File: src/rtl/cntab_pkg.sv
`timescale 1ns / 1ps
// ----------------------------------------------------------------------------
// Compacting name table package
// Shared field widths, operation and status codes, and the controller states.
// ----------------------------------------------------------------------------
package cntab_pkg;

  localparam int unsigned DefTableDepth = 16;
  localparam int unsigned DefKeyBits    = 64;

  localparam int unsigned FuncW   = 2;
  localparam int unsigned NameW   = 64;
  localparam int unsigned SizeW   = 32;
  localparam int unsigned StatusW = 2;
  localparam int unsigned IndexW  = 4;
  localparam int unsigned CountW  = 5;

  typedef enum logic [FuncW-1:0] {
    FUNC_CREATE = 2'd0,
    FUNC_DELETE = 2'd1,
    FUNC_LIST   = 2'd2
  } func_e;

  typedef enum logic [StatusW-1:0] {
    STAT_OK        = 2'd0,
    STAT_FULL      = 2'd1,
    STAT_NOT_FOUND = 2'd2,
    STAT_EMPTY     = 2'd3
  } status_e;

  typedef enum logic [2:0] {
    ST_IDLE,
    ST_SEARCH,
    ST_SHIFT,
    ST_LIST,
    ST_RESULT
  } state_e;

endpackage

File: src/rtl/cntab_req_if.sv
`timescale 1ns / 1ps
// ----------------------------------------------------------------------------
// Compacting name table request channel
// Valid/ready channel that carries one table operation per transfer.
// ----------------------------------------------------------------------------
interface cntab_req_if;
  logic                         valid;
  logic                         ready;
  logic [cntab_pkg::FuncW-1:0]  func;
  logic [cntab_pkg::NameW-1:0]  name_key;
  logic [cntab_pkg::SizeW-1:0]  file_size;

  modport source (output valid, output func, output name_key, output file_size,
                  input ready);
  modport sink   (input valid, input func, input name_key, input file_size,
                  output ready);
endinterface

File: src/rtl/cntab_rsp_if.sv
`timescale 1ns / 1ps
// ----------------------------------------------------------------------------
// Compacting name table response channel
// Valid/ready channel that carries one result item per transfer.
// ----------------------------------------------------------------------------
interface cntab_rsp_if;
  logic                           valid;
  logic                           ready;
  logic [cntab_pkg::StatusW-1:0]  status;
  logic [cntab_pkg::IndexW-1:0]   entry_index;
  logic [cntab_pkg::NameW-1:0]    entry_name;
  logic [cntab_pkg::SizeW-1:0]    entry_size;
  logic [cntab_pkg::CountW-1:0]   entry_count;
  logic                           last;

  modport source (output valid, output status, output entry_index, output entry_name,
                  output entry_size, output entry_count, output last, input ready);
  modport sink   (input valid, input status, input entry_index, input entry_name,
                  input entry_size, input entry_count, input last, output ready);
endinterface

File: src/rtl/cntab_ram.sv
`timescale 1ns / 1ps
// ----------------------------------------------------------------------------
// Compacting name table storage
// Simple dual-port synchronous RAM with one write port and one registered
// read port.
// ----------------------------------------------------------------------------
module cntab_ram #(
  parameter  int unsigned Depth = 16,
  parameter  int unsigned Width = 96,
  localparam int unsigned AddrW = $clog2(Depth)
) (
  input  logic             clk_i,
  input  logic             wr_en_i,
  input  logic [AddrW-1:0] wr_addr_i,
  input  logic [Width-1:0] wr_data_i,
  input  logic             rd_en_i,
  input  logic [AddrW-1:0] rd_addr_i,
  output logic [Width-1:0] rd_data_o
);

  logic [Width-1:0] mem_q [Depth];
  logic [Width-1:0] rd_data_q;

  always_ff @(posedge clk_i) begin
    if (wr_en_i) begin
      mem_q[wr_addr_i] <= wr_data_i;
    end
  end

  always_ff @(posedge clk_i) begin
    if (rd_en_i) begin
      rd_data_q <= mem_q[rd_addr_i];
    end
  end

  assign rd_data_o = rd_data_q;

endmodule

File: src/rtl/compacting_name_table_unit.sv
`timescale 1ns / 1ps
// ----------------------------------------------------------------------------
// Compacting name table unit
// Dense ordered table of (name key, size) entries with create, delete and list.
// ----------------------------------------------------------------------------
// The request channel req_i carries one operation per transfer: create appends
// an entry, delete removes the first entry with a matching key and closes the
// gap, and list returns every entry in order. The response channel rsp_o
// carries the results; the final result of each operation has last set.
// A create writes its entry, if there is room, at the transfer and gives its
// single result through ST_RESULT and then the output register. A delete
// scans the table one entry per cycle and then moves each later entry down
// one place per cycle. A list reads one entry at a time and loads it into the
// output register before it reads the next one. All of this is set by the
// single read port of the table RAM.
// One operation is in progress at a time; the request side is ready again
// as soon as the last result is in the output register.
// Reset empties the table at once; the RAM itself is not cleared.
// When the receiver stalls, the output register holds its result and the
// controller waits before producing the next one; nothing is dropped.
// ----------------------------------------------------------------------------
module compacting_name_table_unit #(
  parameter int unsigned TableDepth = cntab_pkg::DefTableDepth,
  parameter int unsigned KeyBits    = cntab_pkg::DefKeyBits
) (
  input  logic          clk_i,
  input  logic          rst_ni,
  cntab_req_if.sink     req_i,
  cntab_rsp_if.source   rsp_o
);

  import cntab_pkg::*;

  localparam int unsigned AddrW = $clog2(TableDepth);
  localparam int unsigned CntW  = $clog2(TableDepth + 1);
  localparam int unsigned RowW  = KeyBits + SizeW;
  localparam logic [CntW-1:0] DepthCnt = CntW'(TableDepth);

  state_e              state_q, state_d;
  logic [CntW-1:0]     count_q, count_d;
  logic [CntW-1:0]     ptr_q, ptr_d;
  logic                rvld_q, rvld_d;
  logic [AddrW-1:0]    ridx_q;
  logic [KeyBits-1:0]  key_q;
  status_e             res_status_q, res_status_d;
  logic [AddrW-1:0]    res_index_q, res_index_d;

  logic                out_vld_q, out_vld_d;
  status_e             out_status_q;
  logic [IndexW-1:0]   out_index_q;
  logic [NameW-1:0]    out_name_q;
  logic [SizeW-1:0]    out_size_q;
  logic [CountW-1:0]   out_count_q;
  logic                out_last_q;

  logic                wr_en;
  logic [AddrW-1:0]    wr_addr;
  logic [RowW-1:0]     wr_data;
  logic                rd_en;
  logic [AddrW-1:0]    rd_addr;
  logic [RowW-1:0]     rd_data;
  logic [KeyBits-1:0]  rd_key;
  logic [SizeW-1:0]    rd_size;

  logic                in_ready;
  logic                out_free;
  logic                load_list;
  logic                load_res;
  logic                list_last;

  cntab_ram #(
    .Depth (TableDepth),
    .Width (RowW)
  ) u_cntab_ram (
    .clk_i     (clk_i),
    .wr_en_i   (wr_en),
    .wr_addr_i (wr_addr),
    .wr_data_i (wr_data),
    .rd_en_i   (rd_en),
    .rd_addr_i (rd_addr),
    .rd_data_o (rd_data)
  );

  assign rd_key    = rd_data[RowW-1:SizeW];
  assign rd_size   = rd_data[SizeW-1:0];
  assign out_free  = !out_vld_q || rsp_o.ready;
  assign list_last = (CntW'(ridx_q) + CntW'(1)) == count_q;

  always_ff @(posedge clk_i or negedge rst_ni) begin
    if (!rst_ni) begin
      state_q   <= ST_IDLE;
      count_q   <= '0;
      ptr_q     <= '0;
      rvld_q    <= 1'b0;
      out_vld_q <= 1'b0;
    end else begin
      state_q   <= state_d;
      count_q   <= count_d;
      ptr_q     <= ptr_d;
      rvld_q    <= rvld_d;
      out_vld_q <= out_vld_d;
    end
  end

  always_comb begin
    state_d      = state_q;
    count_d      = count_q;
    ptr_d        = ptr_q;
    rvld_d       = 1'b0;
    res_status_d = res_status_q;
    res_index_d  = res_index_q;
    wr_en        = 1'b0;
    wr_addr      = count_q[AddrW-1:0];
    wr_data      = {req_i.name_key[KeyBits-1:0], req_i.file_size};
    rd_en        = 1'b0;
    rd_addr      = ptr_q[AddrW-1:0];
    in_ready     = 1'b0;
    load_list    = 1'b0;
    load_res     = 1'b0;

    unique case (state_q)
      ST_IDLE: begin
        in_ready = 1'b1;
        if (req_i.valid) begin
          ptr_d = '0;
          unique case (func_e'(req_i.func))
            FUNC_CREATE: begin
              state_d = ST_RESULT;
              if (count_q < DepthCnt) begin
                wr_en        = 1'b1;
                count_d      = count_q + CntW'(1);
                res_status_d = STAT_OK;
                res_index_d  = count_q[AddrW-1:0];
              end else begin
                res_status_d = STAT_FULL;
                res_index_d  = '0;
              end
            end
            FUNC_DELETE: begin
              if (count_q == '0) begin
                res_status_d = STAT_NOT_FOUND;
                res_index_d  = '0;
                state_d      = ST_RESULT;
              end else begin
                state_d = ST_SEARCH;
              end
            end
            FUNC_LIST: begin
              if (count_q == '0) begin
                res_status_d = STAT_EMPTY;
                res_index_d  = '0;
                state_d      = ST_RESULT;
              end else begin
                state_d = ST_LIST;
              end
            end
            default: begin
            end
          endcase
        end
      end

      ST_SEARCH: begin
        if (rvld_q && (rd_key == key_q)) begin
          res_status_d = STAT_OK;
          res_index_d  = ridx_q;
          ptr_d        = CntW'(ridx_q) + CntW'(1);
          state_d      = ST_SHIFT;
        end else if (ptr_q < count_q) begin
          rd_en  = 1'b1;
          rvld_d = 1'b1;
          ptr_d  = ptr_q + CntW'(1);
        end else if (!rvld_q) begin
          res_status_d = STAT_NOT_FOUND;
          res_index_d  = '0;
          state_d      = ST_RESULT;
        end
      end

      ST_SHIFT: begin
        if (rvld_q) begin
          wr_en   = 1'b1;
          wr_addr = ridx_q - AddrW'(1);
          wr_data = rd_data;
        end
        if (ptr_q < count_q) begin
          rd_en  = 1'b1;
          rvld_d = 1'b1;
          ptr_d  = ptr_q + CntW'(1);
        end else if (!rvld_q) begin
          count_d = count_q - CntW'(1);
          state_d = ST_RESULT;
        end
      end

      ST_LIST: begin
        if (rvld_q) begin
          load_list = 1'b1;
          if (list_last) begin
            state_d = ST_IDLE;
          end
        end else if ((ptr_q < count_q) && out_free) begin
          rd_en  = 1'b1;
          rvld_d = 1'b1;
          ptr_d  = ptr_q + CntW'(1);
        end
      end

      ST_RESULT: begin
        if (out_free) begin
          load_res = 1'b1;
          state_d  = ST_IDLE;
        end
      end

      default: begin
        state_d = ST_IDLE;
      end
    endcase
  end

  always_comb begin
    out_vld_d = out_vld_q && !rsp_o.ready;
    if (load_list || load_res) begin
      out_vld_d = 1'b1;
    end
  end

  always_ff @(posedge clk_i) begin
    res_status_q <= res_status_d;
    res_index_q  <= res_index_d;
    if (rd_en) begin
      ridx_q <= rd_addr;
    end
    if (in_ready && req_i.valid) begin
      key_q <= req_i.name_key[KeyBits-1:0];
    end
    if (load_list) begin
      out_status_q <= STAT_OK;
      out_index_q  <= IndexW'(ridx_q);
      out_name_q   <= NameW'(rd_key);
      out_size_q   <= rd_size;
      out_count_q  <= CountW'(count_q);
      out_last_q   <= list_last;
    end else if (load_res) begin
      out_status_q <= res_status_q;
      out_index_q  <= IndexW'(res_index_q);
      out_name_q   <= '0;
      out_size_q   <= '0;
      out_count_q  <= CountW'(count_q);
      out_last_q   <= 1'b1;
    end
  end

  assign req_i.ready       = in_ready;
  assign rsp_o.valid       = out_vld_q;
  assign rsp_o.status      = out_status_q;
  assign rsp_o.entry_index = out_index_q;
  assign rsp_o.entry_name  = out_name_q;
  assign rsp_o.entry_size  = out_size_q;
  assign rsp_o.entry_count = out_count_q;
  assign rsp_o.last        = out_last_q;

endmodule

File: src/flat_wrapper.sv
// flat-port wrapper written by rule: the top's interface ports become plain ports
module compacting_name_table_unit_flat import cntab_pkg::*;
#(
  parameter int unsigned TableDepth = cntab_pkg::DefTableDepth,
  parameter int unsigned KeyBits    = cntab_pkg::DefKeyBits
)
  (clk_i, rst_ni, req_i_valid, req_i_func, req_i_name_key, req_i_file_size, req_i_ready, rsp_o_valid, rsp_o_status, rsp_o_entry_index, rsp_o_entry_name, rsp_o_entry_size, rsp_o_entry_count, rsp_o_last, rsp_o_ready);
  cntab_req_if req_i_i ();
  cntab_rsp_if rsp_o_i ();
  input  logic clk_i;
  input  logic rst_ni;
  input wire logic [$bits(req_i_i.valid)-1:0] req_i_valid;
  input wire logic [$bits(req_i_i.func)-1:0] req_i_func;
  input wire logic [$bits(req_i_i.name_key)-1:0] req_i_name_key;
  input wire logic [$bits(req_i_i.file_size)-1:0] req_i_file_size;
  output wire logic [$bits(req_i_i.ready)-1:0] req_i_ready;
  output wire logic [$bits(rsp_o_i.valid)-1:0] rsp_o_valid;
  output wire logic [$bits(rsp_o_i.status)-1:0] rsp_o_status;
  output wire logic [$bits(rsp_o_i.entry_index)-1:0] rsp_o_entry_index;
  output wire logic [$bits(rsp_o_i.entry_name)-1:0] rsp_o_entry_name;
  output wire logic [$bits(rsp_o_i.entry_size)-1:0] rsp_o_entry_size;
  output wire logic [$bits(rsp_o_i.entry_count)-1:0] rsp_o_entry_count;
  output wire logic [$bits(rsp_o_i.last)-1:0] rsp_o_last;
  input wire logic [$bits(rsp_o_i.ready)-1:0] rsp_o_ready;
  assign req_i_i.valid = req_i_valid;
  assign req_i_i.func = req_i_func;
  assign req_i_i.name_key = req_i_name_key;
  assign req_i_i.file_size = req_i_file_size;
  assign req_i_ready = req_i_i.ready;
  assign rsp_o_valid = rsp_o_i.valid;
  assign rsp_o_status = rsp_o_i.status;
  assign rsp_o_entry_index = rsp_o_i.entry_index;
  assign rsp_o_entry_name = rsp_o_i.entry_name;
  assign rsp_o_entry_size = rsp_o_i.entry_size;
  assign rsp_o_entry_count = rsp_o_i.entry_count;
  assign rsp_o_last = rsp_o_i.last;
  assign rsp_o_i.ready = rsp_o_ready;
  compacting_name_table_unit #(.TableDepth(TableDepth), .KeyBits(KeyBits)) u_core (.clk_i(clk_i), .rst_ni(rst_ni), .req_i(req_i_i), .rsp_o(rsp_o_i));
endmodule
File: config.mk
export PLATFORM = sky130hd
export DESIGN_NAME = compacting_name_table_unit_flat
export DESIGN_NICKNAME = d
export VERILOG_FILES = /design/src/rtl/cntab_pkg.sv /design/src/rtl/cntab_req_if.sv /design/src/rtl/cntab_rsp_if.sv /design/src/rtl/cntab_ram.sv /design/src/rtl/compacting_name_table_unit.sv /design/src/flat_wrapper.sv
export SDC_FILE = /design/constraint.sdc
export NUM_CORES = 2
export LEC_CHECK = 0
export ABC_AREA = 1
export BUFFER_PORTS_ARGS = -buffer_cell sky130_fd_sc_hd__clkbuf_2
export CAP_MARGIN = 20
export CORE_MARGIN = 2
export CORE_UTILIZATION = 67
export CTS_CLUSTER_DIAMETER = 40
export DETAILED_ROUTE_END_ITERATION = 8
export PLACE_DENSITY = 0.85
export SLEW_MARGIN = 25
export SYNTH_ARGS = -nofsm -noshare
export SYNTH_HDL_FRONTEND = slang
export SYNTH_SLANG_ARGS = --single-unit
File: constraint.sdc
create_clock -name clk_i -period 11.1 [get_ports clk_i]
set_clock_uncertainty 0.2 [all_clocks]
set_input_delay 2.22 -clock clk_i [delete_from_list [all_inputs] [get_ports clk_i]]
set_output_delay 2.22 -clock clk_i [all_outputs]
set_load 0.02 [all_outputs]
Word-level counts from Yosys, hierarchy flattened
Memories as Yosys holds them, arrays and structs flattened. A register that Yosys moved wholly into a read port is not among the register bits.
Index checks and enable logic that the tools add are counted.

storage, ports and cells
  register bits = 197
  RAM bits = 1536
  output and inout bits = 110
  logic and storage cells = 140
  memories = 1

operators by class
  $add $sub $neg = 5
  magnitude comparators = 2
  equality and inequality tests = 25
  mux-type cells = 71
  reduce and logical (&&, ||, !) cells = 21

memories
  memory                    words  bits a word  read ports  clocked after Yosys merged registers in  wr ports  line             RTL
  u_core.u_cntab_ram.mem_q  16     96           1           1                                        1         cntab_ram.sv:21  logic [Width-1:0] mem_q [Depth];

operators with widths
  kind                   number
  $mux W96               2
  $mux W64               2
  $eq A64 B64 Y1         1
  $mux W32               2
  $mux W5                12
  $mux W4                10
  $mux W3                9
  $pmux W5 S4            1
  $mux W1                18
  $pmux W4 S2            2
  $pmux W3 S5            1
  $mux W2                6
  $ne A3 B2 Y1 const B   4
  $reduce_and A6 Y1      2
  $add A5 B1 Y5 const B  2
  $ne A2 B1 Y1 const B   5
  $ne A2 B2 Y1 const B   5
  $pmux W5 S2            1
  $pmux W3 S3            1
  $reduce_and A7 Y1      1
  $eq A3 B2 Y1 const B   2
  $ne A3 B3 Y1 const B   2
  $pmux W2 S3            1
  $reduce_bool A2 Y1     3
  other kinds (24)       29

Logic depth before layout (Yosys ltp)
  depth after elaboration = 7
  gate-level depth with buffers = 15

Modules after synthesis
A second synthesis with hierarchy kept.

second synthesis, totals
  cell total of the unflattened synthesis = 7397
  area total of the unflattened synthesis = 78566.6 µm²

modules (own cells, without submodules)
  module                      instances  cells an instance  area an instance (µm²)  sequential area each (µm²)
  cntab_ram                   1          6302               68604.5                 49007.0
  compacting_name_table_unit  1          1095               9962.1                  5820.6

Worst setup path after synthesis
Ideal clock, no wire load.

  kind = input to register
  start = in req_i_func[0]
  end = mem u_core.u_cntab_ram.mem_q[0][0], enable pin
  setup time = 0.552 ns
  data arrival time = 6.962 ns
  path slack = 3.386 ns
  cell stages on the path = 6
  path through = inv_1 ha_1 nand3_1 o21ai_1 nand3_1 nor2_1

between the ends
  word-level cells in the longest chain between the ends = 6

RTL lines
  element                        line                               RTL
  start, declared                flat_wrapper.sv:13                 input wire logic [$bits(req_i_i.func)-1:0] req_i_func;
  $logic_not A2 Y1               compacting_name_table_unit.sv:126  unique case (func_e'(req_i.func))
  $mux W1                        compacting_name_table_unit.sv:126
  $mux W1                        compacting_name_table_unit.sv:124  if (req_i.valid) begin
  $pmux W1 S2                    compacting_name_table_unit.sv:121  unique case (state_q)
  $mux W1                        cntab_ram.sv:25                    if (wr_en_i) begin
  $mux W1 (implied by the code)  cntab_ram.sv:26                    mem_q[wr_addr_i] <= wr_data_i;
  end, declared                  cntab_ram.sv:21

Every way passes these cells.

Final worst setup path
  start = in req_i_func[0]
  end = mem u_core.u_cntab_ram.mem_q[5][41], enable pin

Same word-level chain as after synthesis.

==> impl_results.html <==
<table>
<tr><th>Metric</th><th>Value</th></tr>
<tr><th colspan="2">Outcome</th></tr>
<tr><td>Run status</td><td>completed</td></tr>
<tr><th colspan="2">CTS</th></tr>
<tr><td>Root buf cell</td><td>clkbuf_16</td></tr>
<tr><td>Largest buffer count on any clock path</td><td>3</td></tr>
<tr><td>Buffers inserted by post-CTS timing repair</td><td>0</td></tr>
<tr><td>Number of buffers inserted during clock tree synthesis</td><td>184</td></tr>
<tr><td>Number of gates given a new drive strength after cts</td><td>0</td></tr>
<tr><td>Later-pin clock latency in the skew report</td><td>0.81 ns</td></tr>
<tr><td>Clk slew on worst S/H paths</td><td>0.06 ns</td></tr>
<tr><td>Post-CTS Hold Buffers</td><td>0</td></tr>
<tr><td>CTS tree</td><td>done</td></tr>
<tr><td>Number of clock sinks</td><td>1829</td></tr>
<tr><td>Count of H-tree levels built during CTS</td><td>4</td></tr>
<tr><th colspan="2">Synthesis</th></tr>
<tr><td>Syn_area_per_cell</td><td>12.9 sq um</td></tr>
<tr><td>Area share of the largest cell type after synthesis</td><td>75.2%</td></tr>
<tr><td>Commonest cells in the synthesized netlist</td><td>edfxtp_1, nor2_1, o21ai_0</td></tr>
<tr><td>Number of warnings issued by yosys</td><td>0</td></tr>
<tr><td>Count of unique library cells instantiated by Yosys</td><td>39</td></tr>
<tr><td>Post-Syn Instances</td><td>5626</td></tr>
<tr><td>Top_reg_cell synth</td><td>edfxtp_1</td></tr>
<tr><td>Cell with the most instances after synthesis</td><td>edfxtp_1</td></tr>
<tr><td>Count of flip-flops with a built-in enable after synthesis</td><td>1812</td></tr>
<tr><td>Number of flip-flops and latches in the synthesized netlist</td><td>1829</td></tr>
<tr><td>Post-Synthesis Net Count</td><td>5743</td></tr>
<tr><td>Mapped cell area</td><td>72400 sq um</td></tr>
<tr><td>Share of flip-flops with an asynchronous set or reset</td><td>0.820%</td></tr>
<tr><td>Cell type contributing the most total cell area after synthesis</td><td>edfxtp_1</td></tr>
<tr><td>Synth area leaders</td><td>edfxtp_1, o21ai_0, nor2_1, o22ai_1, nand2_1</td></tr>
<tr><td>Register area share after synthesis</td><td>75.7%</td></tr>
<tr><th colspan="2">Floorplanning</th></tr>
<tr><td>Die span in y</td><td>333 microns</td></tr>
<tr><td>Starting density of the core</td><td>67.6%</td></tr>
<tr><td>Placeable core region</td><td>107000 sq um</td></tr>
<tr><td>Standard-cell rows</td><td>120</td></tr>
<tr><td>Die boundary width</td><td>333 microns</td></tr>
<tr><td>Number of top-level design ports</td><td>212</td></tr>
<tr><td>Floorplan die area</td><td>111000 sq um</td></tr>
<tr><th colspan="2">Worst setup path</th></tr>
<tr><td>Max stage delay on crit path</td><td>0.77 ns</td></tr>
<tr><td>Highest net fanout along the worst path</td><td>50</td></tr>
<tr><td>Critical path's slowest cell</td><td>buf_4</td></tr>
<tr><td>Critical Path Source Type</td><td>input port</td></tr>
<tr><td>Cells traversed along the worst timing path</td><td>clkbuf_2 -&gt; inv_1 -&gt; ha_1 -&gt; nand3_1 -&gt; o21ai_1 -&gt; nand3_1 -&gt; nor2_4 -&gt; buf_4 -&gt; buf_4</td></tr>
<tr><td>Kind of critical path</td><td>in -&gt; reg</td></tr>
<tr><td>Arr. time, crit path</td><td>6.03 ns</td></tr>
<tr><td>Crit path required time</td><td>11.32 ns</td></tr>
<tr><td>CP endpoint kind</td><td>register</td></tr>
<tr><th colspan="2">Place</th></tr>
<tr><td>RD Place Congestion</td><td>0.883</td></tr>
<tr><td>Number of port buffers</td><td>211</td></tr>
<tr><td>HPWL reported at the end of detailed placement</td><td>101000 microns</td></tr>
<tr><th colspan="2">Timing</th></tr>
<tr><td>Number of failing setup endpoints in the final timing report</td><td>0</td></tr>
<tr><td>Number of hold violations in the final report</td><td>0</td></tr>
<tr><td>Count of pins over their slew limit</td><td>0</td></tr>
<tr><td>Summed negative setup slack over all endpoints</td><td>0 ns</td></tr>
<tr><td>Post-route minimum period</td><td>5.81 ns</td></tr>
<tr><td>Unrepaired setup endpoints after global routing</td><td>no</td></tr>
<tr><td>Headroom to the max-slew limit</td><td>25.5%</td></tr>
<tr><td>Timing-limited maximum frequency</td><td>172 MHz</td></tr>
<tr><td>Worst hold slack</td><td>0.257 ns</td></tr>
<tr><td>Part of the cycle the worst path needs</td><td>52.3%</td></tr>
<tr><td>Actual transition at the worst max-transition pin</td><td>1.12 ns</td></tr>
<tr><th colspan="2">Global routing</th></tr>
<tr><td>Wire length of the first global-routing pass</td><td>290000 microns</td></tr>
<tr><td>Maximum number of pins on one net before global-route repair</td><td>237</td></tr>
<tr><td>Overflow left after global routing</td><td>0</td></tr>
<tr><td>Antenna violations before repair</td><td>1</td></tr>
<tr><td>GR Util All Layers</td><td>34.8%</td></tr>
<tr><td>Number of global-route vias before repair</td><td>49.1k</td></tr>
<tr><th colspan="2">Final layout</th></tr>
<tr><td>Ant. Diodes</td><td>0</td></tr>
<tr><td>Net count reported at finish</td><td>5909</td></tr>
<tr><td>Filler cell count</td><td>5566</td></tr>
<tr><td>Post-layout utilization of the core</td><td>75.8%</td></tr>
<tr><td>Area Overhead vs Synth</td><td>12.1%</td></tr>
<tr><td>Share of layout cells above drive strength 1</td><td>12.0%</td></tr>
<tr><th colspan="2">Power and ir drop</th></tr>
<tr><td>Leakage dissipation</td><td>28.3 nW</td></tr>
<tr><td>Pwr per Cell Area</td><td>234 nW/um^2</td></tr>
<tr><td>Max VDD drop</td><td>0.187 mV</td></tr>
<tr><th colspan="2">Hold path</th></tr>
<tr><td>Path class of the lowest-slack min-delay path</td><td>reg -&gt; reg</td></tr>
<tr><th colspan="2">Detailed routing</th></tr>
<tr><td>Average detailed-routed wire length per instance</td><td>26.5 microns</td></tr>
<tr><td>Sum of routed wire length over all layers</td><td>194000 microns</td></tr>
<tr><td>Initial drt markers</td><td>9690</td></tr>
<tr><td>Drc violations</td><td>0</td></tr>
<tr><td>Number of antenna-violating nets in the routed design</td><td>0</td></tr>
<tr><td>Vias per cell</td><td>6.80</td></tr>
<tr><td>Count of vias placed by the detailed router</td><td>50.0k</td></tr>
<tr><td>Count of TritonRoute iterations in the first routing pass</td><td>6</td></tr>
<tr><th colspan="2">Flow run</th></tr>
<tr><td># Max-Cap Violations</td><td>0</td></tr>
</table>
critical path: cells and delay by family:
kind | cells | cell delay, ns
fa+ha+maj | 1 | 0.19
simple gates | 3 | 1.24
compound gates | 1 | 0.59
buf+inv | 4 | 1.65
through the flow:
| stage | setup WS, ns | instance area (sq um) | cells | total power, mW |
|---|---|---|---|---|
| after floorplan | 3.39 | 72400 | 5626 | 11.4 |
| after global placement | 4.46 | 74700 | 7001 | 12.5 |
| after detailed placement | 4.54 | 74900 | 7007 | 12.7 |
| after CTS | 5.34 | 81000 | 7347 | 18.9 |
| after global routing | 5.23 | 81100 | 7349 | 19.6 |
| final | 5.29 | 81100 | 7349 | 19.0 |
cell usage in the layout, fill, tap and decap left out, types with 4 or more instances in the layout:
master / n
clkbuf_1: 31
dfrtp_4: 4
clkinv_8: 4
buf_12: 4
a21oi_1: 60
edfxtp_1: 1812
bufinv_16: 12
inv_6: 15
o22ai_1: 456
o21ai_1: 94
inv_8: 4
xnor2_1: 5
nor2_1: 1105
xor2_1: 21
ha_1: 14
clkinv_1: 24
o21ai_2: 45
clkinvlp_4: 19
nand3_1: 27
nand2_1: 449
buf_16: 7
clkinv_2: 28
inv_2: 8
nor2_4: 19
clkbuf_2: 211
a22oi_1: 26
buf_6: 5
dfrtp_1: 11
buf_4: 107
inv_1: 185
clkinv_4: 12
clkbuf_16: 189
o21ai_0: 891
nand4_1: 7
sequential cells by signal (all words and copies together) (netlist names):
register,count
u_core.res_index_q,4
u_core.u_cntab_ram.mem_q,1536
u_core.rvld_q,1
u_core.rsp_o.status,2
u_core.state_q,3
u_core.u_cntab_ram.rd_data_o,96
u_core.count_q,5
u_core.res_status_q,2
u_core.rsp_o.entry_count,5
u_core.rsp_o.entry_index,4
u_core.rsp_o.entry_name,64
u_core.ptr_q,5
u_core.key_q,64
u_core.rsp_o.last,1
u_core.rsp_o.entry_size,32
u_core.rsp_o.valid,1
u_core.ridx_q,4
routing by layer:
layer,track usage (%),part of all wire [%]
met4,17.0,4.7
met1,46.8,34
met2,54.6,47
met5,0,0.0057
met3,7.64,14
power breakdown:
part | internal (mW) | switching [mW]
clock | 3.44 | 2.71
sequential | 8.38 | 0.292
combinational | 1.06 | 3.13
total | 12.9 | 6.13
cell type report:
type / instances / area (sq um) / area share (%)
Clock inverter: 120 / 1180 / 1.46
Inverter: 199 / 786 / 0.969
Multi-Input combinational cell: 3244 / 15500 / 19.1
Sequential cell: 1829 / 54800 / 67.6
Clock buffer: 220 / 4850 / 5.97
Timing Repair Buffer: 334 / 2190 / 2.70
Tap cell: 1403 / 1760 / 2.16
worst paths after layout:
check                      slack [ns]              startpoint                               to  cells after the start
max                              5.29           req_i_func[0]  u_core.u_cntab_ram.mem_q[5][41]                      9
min                              0.26  u_core.rsp_o.status[1]           u_core.rsp_o.status[1]                      2
max reg2reg                      6.17       u_core.state_q[2]  u_core.u_cntab_ram.mem_q[5][41]                      9
min reg2reg                      0.26  u_core.rsp_o.status[1]           u_core.rsp_o.status[1]                      2
max in group asynchronous        9.17                  rst_ni                  u_core.ptr_q[3]                      1
min in group asynchronous        1.17                  rst_ni                u_core.count_q[4]                      1
cells by family (layout without fill, tap and decap cells):
logic type	after synthesis	in the layout	synth area share (%)
xor gates and xnor gates	26	26	0.315
buffers and inverters	553	873	3.23
adders and majority gates	15	15	0.270
and+or+nand+nor	1623	1623	8.60
DFF	1829	1829	75.7
AOI/OAI and AO/OA	1580	1580	11.9
Note: power is estimated with default switching activity, not from simulation.
